File: src/rtl/tpt_pkg.sv
// Package with constants and types of the tag presence tracker.
package tpt_pkg;
  localparam int unsigned TagSlots = 16;

  localparam logic [31:0] KeyRssiBits  = 32'hff000000;
  localparam logic [31:0] KeyNoRssi    = 32'h00ffffff;
  localparam logic [31:0] KeyLevelBits = 32'h00ff0000;
  localparam logic [31:0] KeyNoLevel   = 32'hff00ffff;
  localparam logic [31:0] KeyAll       = 32'hffffffff;

  localparam logic [1:0] ModeBeacon = 2'd0;
  localparam logic [1:0] ModeAge    = 2'd1;
  localparam logic [1:0] ModeAck    = 2'd2;
  localparam logic [1:0] ModeQuery  = 2'd3;

  localparam logic [2:0] StNone     = 3'd0;
  localparam logic [2:0] StNew      = 3'd1;
  localparam logic [2:0] StReported = 3'd2;
  localparam logic [2:0] StConf     = 3'd3;
  localparam logic [2:0] StFadeRep  = 3'd4;
  localparam logic [2:0] StFadeConf = 3'd5;
  localparam logic [2:0] StGone     = 3'd6;
  localparam logic [2:0] StSummary  = 3'd7;

  localparam logic [2:0] KNothing = 3'd0;
  localparam logic [2:0] KReport  = 3'd1;
  localparam logic [2:0] KFull    = 3'd2;
  localparam logic [2:0] KBadSlot = 3'd3;
  localparam logic [2:0] KEmpty   = 3'd4;

  localparam logic [1:0] RegLocal   = 2'd0;
  localparam logic [1:0] RegMaster  = 2'd1;
  localparam logic [1:0] RegOffset  = 2'd2;
  localparam logic [1:0] RegGranule = 2'd3;

  typedef enum logic [2:0] {
    S_IDLE, S_SCAN, S_LOAD, S_ACT, S_OUT
  } fsm_e;
endpackage

File: src/rtl/tag_presence_tracker_top.sv
// Top level of the tag presence tracker: slot table, scan sequencer and result register.
//
//  channel | signals                         | direction
//  in      | in_valid_i / in_ready_o         | items to the block
//  out     | out_valid_o / out_ready_i       | results from the block
//  cfg     | cfg_we_i, cfg_idx_i, cfg_data_i | register writes
//
// One compare unit walks the slot table one slot a cycle, looking for a masked match,
// the first free slot and the occupancy. Aging skips the walk. The slot table sits
// in flip-flops with one valid bit per slot that reset clears, so no clearing pass
// is needed. A finished result waits in the output register; the next item is
// taken meanwhile.
module tag_presence_tracker_top #(
  parameter int unsigned TAG_SLOTS = tpt_pkg::TagSlots
) (
  input  logic        clk_i,
  input  logic        rst_ni,
  input  logic        in_valid_i,
  output logic        in_ready_o,
  input  logic [1:0]  mode_i,
  input  logic [31:0] now_seconds_i,
  input  logic [7:0]  rssi_i,
  input  logic [7:0]  power_level_i,
  input  logic [15:0] tag_address_i,
  input  logic [31:0] lookup_key_i,
  input  logic [7:0]  slot_index_i,
  output logic        out_valid_o,
  input  logic        out_ready_i,
  output logic [2:0]  result_kind_o,
  output logic [31:0] report_tag_key_o,
  output logic [31:0] report_timestamp_o,
  output logic [2:0]  report_state_o,
  output logic [15:0] report_count_o,
  input  logic        cfg_we_i,
  input  logic [1:0]  cfg_idx_i,
  input  logic [31:0] cfg_data_i
);
  localparam int unsigned IW = (TAG_SLOTS > 1) ? $clog2(TAG_SLOTS) : 1;
  localparam int unsigned CW = $clog2(TAG_SLOTS + 1);

  // Slot table; an entry whose valid bit is clear reads as all zero.
  logic [TAG_SLOTS-1:0] vld_q;
  logic [31:0] key_mem [TAG_SLOTS];
  logic [2:0]  st_mem  [TAG_SLOTS];
  logic [15:0] cnt_mem [TAG_SLOTS];
  logic [31:0] ev_mem  [TAG_SLOTS];
  logic [31:0] last_mem[TAG_SLOTS];

  logic [15:0] local_q, master_q, gran_q;
  logic [31:0] offset_q;

  tpt_pkg::fsm_e state_q, state_d;
  logic [1:0]  mode_q;
  logic [31:0] now_q, key_q, mask_q;
  logic [7:0]  sidx_q;
  logic [IW-1:0] ptr_q;
  logic [CW-1:0] occ_q;
  logic found_q, free_q;
  logic [IW-1:0] fidx_q, freeidx_q;

  // Slot working copy
  logic [31:0] wkey_q, wev_q, wlast_q;
  logic [2:0]  wst_q;
  logic [15:0] wcnt_q;

  logic        ovalid_q;
  logic [2:0]  okind_q, ost_q;
  logic [31:0] okey_q, ots_q;
  logic [15:0] ocnt_q;

  // Read of the slot under the scan pointer.
  logic        rv;
  logic [31:0] rkey;
  assign rv   = vld_q[ptr_q];
  assign rkey = rv ? key_mem[ptr_q] : 32'd0;

  logic [31:0] in_key, in_mask;
  always_comb begin
    in_key = (mode_i == tpt_pkg::ModeBeacon) ? {rssi_i, power_level_i, tag_address_i}
                                             : lookup_key_i;
    in_mask = tpt_pkg::KeyAll;
    if ((in_key & tpt_pkg::KeyRssiBits) == 32'd0) in_mask &= tpt_pkg::KeyNoRssi;
    if ((in_key & tpt_pkg::KeyLevelBits) == 32'd0) in_mask &= tpt_pkg::KeyNoLevel;
  end

  logic last_slot;
  assign last_slot = (ptr_q == IW'(TAG_SLOTS - 1));
  assign in_ready_o = (state_q == tpt_pkg::S_IDLE);

  always_comb begin
    state_d = state_q;
    unique case (state_q)
      tpt_pkg::S_IDLE: if (in_valid_i) begin
        state_d = (mode_i == tpt_pkg::ModeAge) ? tpt_pkg::S_LOAD : tpt_pkg::S_SCAN;
      end
      tpt_pkg::S_SCAN: if (last_slot) state_d = tpt_pkg::S_LOAD;
      tpt_pkg::S_LOAD: state_d = tpt_pkg::S_ACT;
      tpt_pkg::S_ACT:  state_d = tpt_pkg::S_OUT;
      tpt_pkg::S_OUT:  if (!ovalid_q || out_ready_i) state_d = tpt_pkg::S_IDLE;
      default: state_d = tpt_pkg::S_IDLE;
    endcase
  end

  always_ff @(posedge clk_i or negedge rst_ni) begin
    if (!rst_ni) begin
      state_q <= tpt_pkg::S_IDLE;
    end else begin
      state_q <= state_d;
    end
  end

  // Decision taken in the action cycle on the working copy.
  logic        bad, hit, wr_en, do_clear;
  logic [IW-1:0] widx;
  logic [31:0] nkey, nev, nlast;
  logic [2:0]  nst, kind;
  logic [15:0] ncnt;
  logic [31:0] tkey, tts;
  logic [2:0]  tst;
  logic [15:0] tcnt;
  logic        rep, pre_rep, nomaster, ismaster;
  logic [31:0] age;

  always_comb begin
    nomaster = (master_q == 16'd0);
    ismaster = (master_q == local_q);
    age      = now_q - wlast_q;
    bad      = (mode_q == tpt_pkg::ModeAge) && (32'(sidx_q) >= TAG_SLOTS);
    hit      = found_q;
    widx     = (mode_q == tpt_pkg::ModeAge) ? sidx_q[IW-1:0] : fidx_q;
    wr_en    = 1'b0;
    do_clear = 1'b0;
    nkey = wkey_q; nst = wst_q; ncnt = wcnt_q; nev = wev_q; nlast = wlast_q;
    kind = tpt_pkg::KNothing;
    rep  = 1'b0;
    pre_rep = 1'b0;
    tkey = 32'd0; tts = 32'd0; tst = tpt_pkg::StNone; tcnt = 16'd0;
    unique case (mode_q)
      tpt_pkg::ModeBeacon: begin
        if (!hit) begin
          if (free_q) begin
            widx = freeidx_q; wr_en = 1'b1;
            nkey = key_q; nst = tpt_pkg::StNew; ncnt = 16'd0;
            nev = now_q; nlast = now_q;
          end else begin
            kind = tpt_pkg::KFull;
          end
        end else begin
          wr_en = 1'b1;
          case (wst_q)
            tpt_pkg::StNew: begin
              pre_rep = 1'b1;
              nst = ismaster ? tpt_pkg::StConf : tpt_pkg::StReported;
              ncnt = 16'd0; nlast = now_q;
            end
            tpt_pkg::StReported: begin
              nlast = now_q;
              if (ismaster) begin
                pre_rep = 1'b1;
                nst = tpt_pkg::StConf; ncnt = 16'd0;
              end else begin
                rep = 1'b1;
              end
            end
            tpt_pkg::StConf: nlast = now_q;
            tpt_pkg::StFadeRep: begin
              nst = tpt_pkg::StReported; ncnt = 16'd0; nlast = now_q;
            end
            tpt_pkg::StFadeConf: begin
              nst = tpt_pkg::StConf; ncnt = 16'd0; nlast = now_q;
            end
            tpt_pkg::StGone: begin
              nst = tpt_pkg::StNew; ncnt = 16'd0; nlast = now_q; nev = now_q;
            end
            default: begin
              wr_en = 1'b0; kind = tpt_pkg::KEmpty;
            end
          endcase
        end
      end
      tpt_pkg::ModeAge: begin
        if (bad) begin
          kind = tpt_pkg::KBadSlot;
        end else if (wkey_q != 32'd0 && age >= {16'd0, gran_q}) begin
          wr_en = 1'b1;
          case (wst_q)
            tpt_pkg::StNew: do_clear = 1'b1;
            tpt_pkg::StGone: rep = 1'b1;
            tpt_pkg::StReported: begin
              nst = tpt_pkg::StFadeRep; ncnt = 16'd0; nlast = now_q;
            end
            tpt_pkg::StConf: begin
              nst = tpt_pkg::StFadeConf; ncnt = 16'd0; nlast = now_q;
            end
            tpt_pkg::StFadeRep, tpt_pkg::StFadeConf: begin
              nst = tpt_pkg::StGone; ncnt = 16'd0; nlast = now_q; nev = now_q;
              rep = 1'b1;
              do_clear = ismaster || nomaster;
            end
            default: begin
              wr_en = 1'b0; kind = tpt_pkg::KEmpty;
            end
          endcase
        end
      end
      tpt_pkg::ModeAck: begin
        if (hit) begin
          wr_en = 1'b1;
          case (wst_q)
            tpt_pkg::StReported: begin
              nst = tpt_pkg::StConf; ncnt = 16'd0; nlast = now_q;
            end
            tpt_pkg::StFadeRep: begin
              nst = tpt_pkg::StFadeConf; ncnt = 16'd0; nlast = now_q;
            end
            tpt_pkg::StGone: do_clear = 1'b1;
            default: wr_en = 1'b0;
          endcase
        end
      end
      default: begin
        if (key_q != 32'd0 && hit) begin
          rep = 1'b1; wr_en = 1'b1;
        end else if (!nomaster) begin
          kind = tpt_pkg::KReport;
          tkey = key_q; tts = offset_q;
          tst  = (key_q == 32'd0) ? tpt_pkg::StSummary : tpt_pkg::StNone;
          tcnt = 16'(occ_q);
        end
      end
    endcase
    // A report normally shows the slot after the state change, with its count bumped.
    // A beacon that moves a slot on reports the slot as it stood before the move.
    if (rep && !nomaster) begin
      ncnt = ncnt + 16'd1;
      kind = tpt_pkg::KReport;
      tkey = nkey; tts = nev + offset_q; tst = nst; tcnt = ncnt;
    end else if (pre_rep && !nomaster) begin
      kind = tpt_pkg::KReport;
      tkey = wkey_q; tts = wev_q + offset_q; tst = wst_q; tcnt = wcnt_q + 16'd1;
    end
  end

  always_ff @(posedge clk_i or negedge rst_ni) begin
    if (!rst_ni) begin
      vld_q    <= '0;
      ovalid_q <= 1'b0;
      local_q  <= 16'd1;
      master_q <= 16'd1;
      offset_q <= 32'd0;
      gran_q   <= 16'd10;
    end else begin
      if (cfg_we_i) begin
        unique case (cfg_idx_i)
          tpt_pkg::RegLocal:   local_q  <= cfg_data_i[15:0];
          tpt_pkg::RegMaster:  master_q <= cfg_data_i[15:0];
          tpt_pkg::RegOffset:  offset_q <= cfg_data_i;
          tpt_pkg::RegGranule: gran_q   <= cfg_data_i[15:0];
          default: ;
        endcase
      end
      if (out_valid_o && out_ready_i) ovalid_q <= 1'b0;
      if (state_q == tpt_pkg::S_ACT && wr_en) vld_q[widx] <= !do_clear;
      if (state_q == tpt_pkg::S_OUT && (!ovalid_q || out_ready_i)) ovalid_q <= 1'b1;
    end
  end

  // Slot payload, sequencing registers and result register.
  always_ff @(posedge clk_i) begin
    unique case (state_q)
      tpt_pkg::S_IDLE: begin
        mode_q <= mode_i; now_q <= now_seconds_i; key_q <= in_key;
        mask_q <= in_mask; sidx_q <= slot_index_i;
        ptr_q <= '0; occ_q <= '0; found_q <= 1'b0; free_q <= 1'b0;
        fidx_q <= '0; freeidx_q <= '0;
      end
      tpt_pkg::S_SCAN: begin
        if (!found_q && (rkey & mask_q) == key_q) begin
          found_q <= 1'b1; fidx_q <= ptr_q;
        end
        if (!free_q && rkey == 32'd0) begin
          free_q <= 1'b1; freeidx_q <= ptr_q;
        end
        if (rkey != 32'd0) occ_q <= occ_q + CW'(1);
        if (!last_slot) ptr_q <= ptr_q + IW'(1);
      end
      tpt_pkg::S_LOAD: begin
        if (vld_q[widx]) begin
          wkey_q <= key_mem[widx]; wst_q <= st_mem[widx]; wcnt_q <= cnt_mem[widx];
          wev_q <= ev_mem[widx]; wlast_q <= last_mem[widx];
        end else begin
          wkey_q <= '0; wst_q <= '0; wcnt_q <= '0; wev_q <= '0; wlast_q <= '0;
        end
      end
      tpt_pkg::S_ACT: begin
        if (wr_en) begin
          key_mem[widx] <= nkey; st_mem[widx] <= nst; cnt_mem[widx] <= ncnt;
          ev_mem[widx] <= nev; last_mem[widx] <= nlast;
        end
        okind_q <= kind; okey_q <= tkey; ots_q <= tts; ost_q <= tst; ocnt_q <= tcnt;
      end
      default: ;
    endcase
  end

  // The result is held in S_OUT until the output register is free, then moves into view.
  logic [2:0]  vkind_q, vst_q;
  logic [31:0] vkey_q, vts_q;
  logic [15:0] vcnt_q;
  always_ff @(posedge clk_i) begin
    if (state_q == tpt_pkg::S_OUT && (!ovalid_q || out_ready_i)) begin
      vkind_q <= okind_q; vkey_q <= okey_q; vts_q <= ots_q;
      vst_q <= ost_q; vcnt_q <= ocnt_q;
    end
  end

  assign out_valid_o        = ovalid_q;
  assign result_kind_o      = vkind_q;
  assign report_tag_key_o   = vkey_q;
  assign report_timestamp_o = vts_q;
  assign report_state_o     = vst_q;
  assign report_count_o     = vcnt_q;
endmodule

File: config.mk
export PLATFORM = sky130hd
export DESIGN_NAME = tag_presence_tracker_top
export DESIGN_NICKNAME = d
export VERILOG_FILES = /design/src/rtl/tpt_pkg.sv /design/src/rtl/tag_presence_tracker_top.sv
export SDC_FILE = /design/constraint.sdc
export NUM_CORES = 2
export LEC_CHECK = 0
export ABC_AREA = 0
export CAP_MARGIN = 5
export CORE_MARGIN = 8
export CORE_UTILIZATION = 47
export DETAILED_ROUTE_END_ITERATION = 10
export DONT_BUFFER_PORTS = 1
export PLACE_DENSITY_LB_ADDON = 0.3
export REMOVE_ABC_BUFFERS = 1
export SYNTH_ARGS = -nofsm -noshare
export SYNTH_HDL_FRONTEND = slang
export SYNTH_SLANG_ARGS = --single-unit
File: constraint.sdc
create_clock -name clk_i -period 26.4 [get_ports clk_i]
set_input_delay 3.96 -clock clk_i [delete_from_list [all_inputs] [get_ports clk_i]]
set_output_delay 3.96 -clock clk_i [all_outputs]
set_load 0.005 [all_outputs]
==> results.txt <==
crit-path max cell delay - 0.96 ns
startpoint types - register
YS warnings - 0
Area after DPL - 0.1058 mm2
routability congestion estimate - 0.9053
Post-synth ARST share - 4.299%
type of the most critical hold path - register to register
WL per Instance - 31.69 um
# setup viols final - 0
Sink Count - 2,326
Seq/Total Area, Yosys - 67.92%
Max Slew Vio Count - 0
most frequent cells in the layout - edfxtp_1, mux4_2, a211oi_1
area delta synth->final - 11.27%
clk_skew - 0.06442 ns
Max-slew headroom - 10.11%
IO Pins - 233
Syn Area/Cell - 17.90 um2
Worst VDD drop - 0.1604 mV
CTS max path bufs - 3
Residual DRC - 0
Final #Nets - 5,991
synthesized netlist cell count - 5,700
final core occ - 52.45%
met1 GRT Util - 32.40%
Starting Density - 47.13%
fraction of the cycle the final worst path needs - 37.43%
Die H - 482.0 um
slowest stage cell, crit path - o221ai_1
Cell Count, Final, Fillers Out - 8,809
num rows - 171
Leak Pwr - 36.68 nW
post-route setup TNS - 0 ns
minimum clock period - 9.880 ns
DRT iter0 DRCs - 6,503
Max-Cap Viols - 0
largest net degree at the start of global routing - 155
ys flop type - edfxtp_1
H-tree depth - 4
die width - 482.0 um
CTS tree - built
Post-Place Cells - 8,349
most common library cell in the layout ignoring fill and taps - edfxtp_1
most frequent CP cell - o21ai_0
status - finished clean
grt total ovfl - 0
hold buffers post-CTS - 0
PostCTS Resize Cnt - 0
vias after detailed routing - 56,820
post-synthesis register bit count - 2,326
fmax - 0.1012 GHz
synthesized area - 0.1021 mm2
Worst Path Max Fanout - 27
Final Instance Area - 0.1136 mm2
first-pass iteration count of the detailed router - 8
postcts setup bufs - 0
Synth cell types - 92
RSZ-0062 raised after global routing - false
final setup margin - 16.52 ns
Critical Path End Type - register
total area of sequential cells - 0.06932 mm2
Post-synth EDFFs - 2,222
vias per std cell - 6.450
Post-DP HPWL - 159.6 mm
WS Path Type - register to register
Multi-input gate area - 0.03132 mm2
DRT antenna net count - 0
Placement Setup Slack - 16.81 ns
worst reg-to-reg setup slack - 16.52 ns
met2 Resource Use GR - 37.49%
IO buf count - 0
first-pass GRT wire length - 400.1 mm
DIE AREA - 0.2323 mm2
Reg clk slew, reported paths - 0.07 ns
CTS Root Cell - clkbuf_16
Top Usage Layer GRT - met2
Worst-Skew Late Latency - 0.89 ns
initial antenna violation count - 39
WL final - 279.2 mm
M3 GR Usage - 4.317%
CP required - 27.11 ns
PwrDens - 130.1 mW/mm2
Core Area - 0.2165 mm2
Final Hold Fails - 0
Worst Hold Depth - 0
number of global-route vias before repair - 56,820
TritonCTS buffer count - 224
worst r2r path cells - 36
WP data arrival - 10.59 ns
layout cells sized above 1 - 23.37%
GR Util All Layers - 23.56%
fillcell total - 17,000
Worst Tran Pin Value - 1.348 ns
==> final timing paths <==
| path | to | from |
|---|---|---|
| setup reg to reg | ots_q[31]$_DFFE_PP_ | now_q[6]$_DFFE_PP_ |
| max in group asynchronous | gran_q[1]$_DFFE_PN1P_ | rst_ni |
| hold reg to reg | report_count_o[10]$_DFFE_PP_ | ocnt_q[10]$_DFFE_PP_ |
| setup / recovery | ots_q[31]$_DFFE_PP_ | now_q[6]$_DFFE_PP_ |
| hold / removal | report_count_o[10]$_DFFE_PP_ | ocnt_q[10]$_DFFE_PP_ |
| min in group asynchronous | master_q[13]$_DFFE_PN0P_ | rst_ni |
==> layout make-up <==
class	instances	area share [%]
flip-flops and latches	2326	61.05
multi-input cells	2938	27.58
clock buffers	269	5.158
well taps	2854	3.145
clock inverters	157	1.598
repair buffers	137	1.082
inverters	99	0.3272
diodes	29	0.06391
==> layer usage <==
layer  vias up  wire [um]  share of wire, %
met5         -         97             0.035
met4        14      10930               3.9
met3       520      24890               8.9
met2      2796     133100                48
met1     29880     110100                39
li1      23610          -                 -
==> Yosys cell counts, drive strengths merged (27+ instances only) <==
library cell,count,area (um2)
edfxtp,2222,66720
mux4,629,14170
a211oi,256,1927
clkbuf,222,834.6
a21oi,202,1015
mux2,196,2207
nand2,183,686.9
mux2i,180,1802
nor2,170,640.6
o21ai,153,765.7
nor2b,125,782.0
ha,117,1464
buf,115,494.2
inv,98,367.9
dfrtp,96,2402
xnor2,85,744.5
xor2,52,455.4
a21o,50,375.4
nand3,47,235.2
nor4,47,294.0
a221oi,37,330.3
a22o,36,315.3
o221ai,34,304.0
nor3,32,165.2
nand4,29,187.7
and3,27,168.9
==> cell families (layout without fill, tap and decap cells) <==
logic type / Yosys count / in the layout / synth area share [%]
flip-flops: 2326 / 2326 / 67.92
multiplexers: 1005 / 1005 / 17.81
AO/OA/AOI/OAI: 922 / 922 / 6.191
AND/OR/NAND/NOR: 753 / 753 / 3.727
buffers and inverters: 436 / 662 / 1.666
XOR/XNOR: 138 / 138 / 1.198
adder cells (fa/ha/maj): 120 / 120 / 1.493
other: 0 / 29 / 0
==> flip-flops by register name, summed over array words and instances, names as in the netlist, 32 cells and up, named ones only <==
| signal | flops |
|---|---|
| wev_q | 32 |
| now_q | 32 |
| last_mem | 512 |
| ev_mem | 512 |
| wkey_q | 32 |
| offset_q | 32 |
| report_timestamp_o | 32 |
| key_q | 32 |
| cnt_mem | 256 |
| okey_q | 32 |
| wlast_q | 32 |
| report_tag_key_o | 32 |
| st_mem | 48 |
| key_mem | 512 |
| ots_q | 32 |
==> where the power goes <==
part / internal [W] / switching, W / leakage (nW)
sequential: 0.00515 / 0.000389 / 21.5
combinational: 0.00231 / 0.00360 / 11.5
clock: 0.00192 / 0.00141 / 3.73
total: 0.00938 / 0.00539 / 36.7
==> critical path, delay by kind of cell, from the launching register on <==
kind	cells	cell delay, ns
simple gates	6	0.76
buf+inv	2	0.57
flops	1	0.47
mux	1	0.20
fa+ha+maj	3	1.17
xor+xnor	2	0.41
compound gates	22	6.07
==> per-stage QoR <==
step                      hold slack, ns  power, W
after floorplan                   0.4003   0.01164
after global placement            0.4007   0.01134
after detailed placement          0.4045   0.01145
after CTS                         0.4113   0.01478
after global routing              0.4171   0.01539
final                             0.4126   0.01477
No activity file was read; power rests on OpenSTA's default activity.
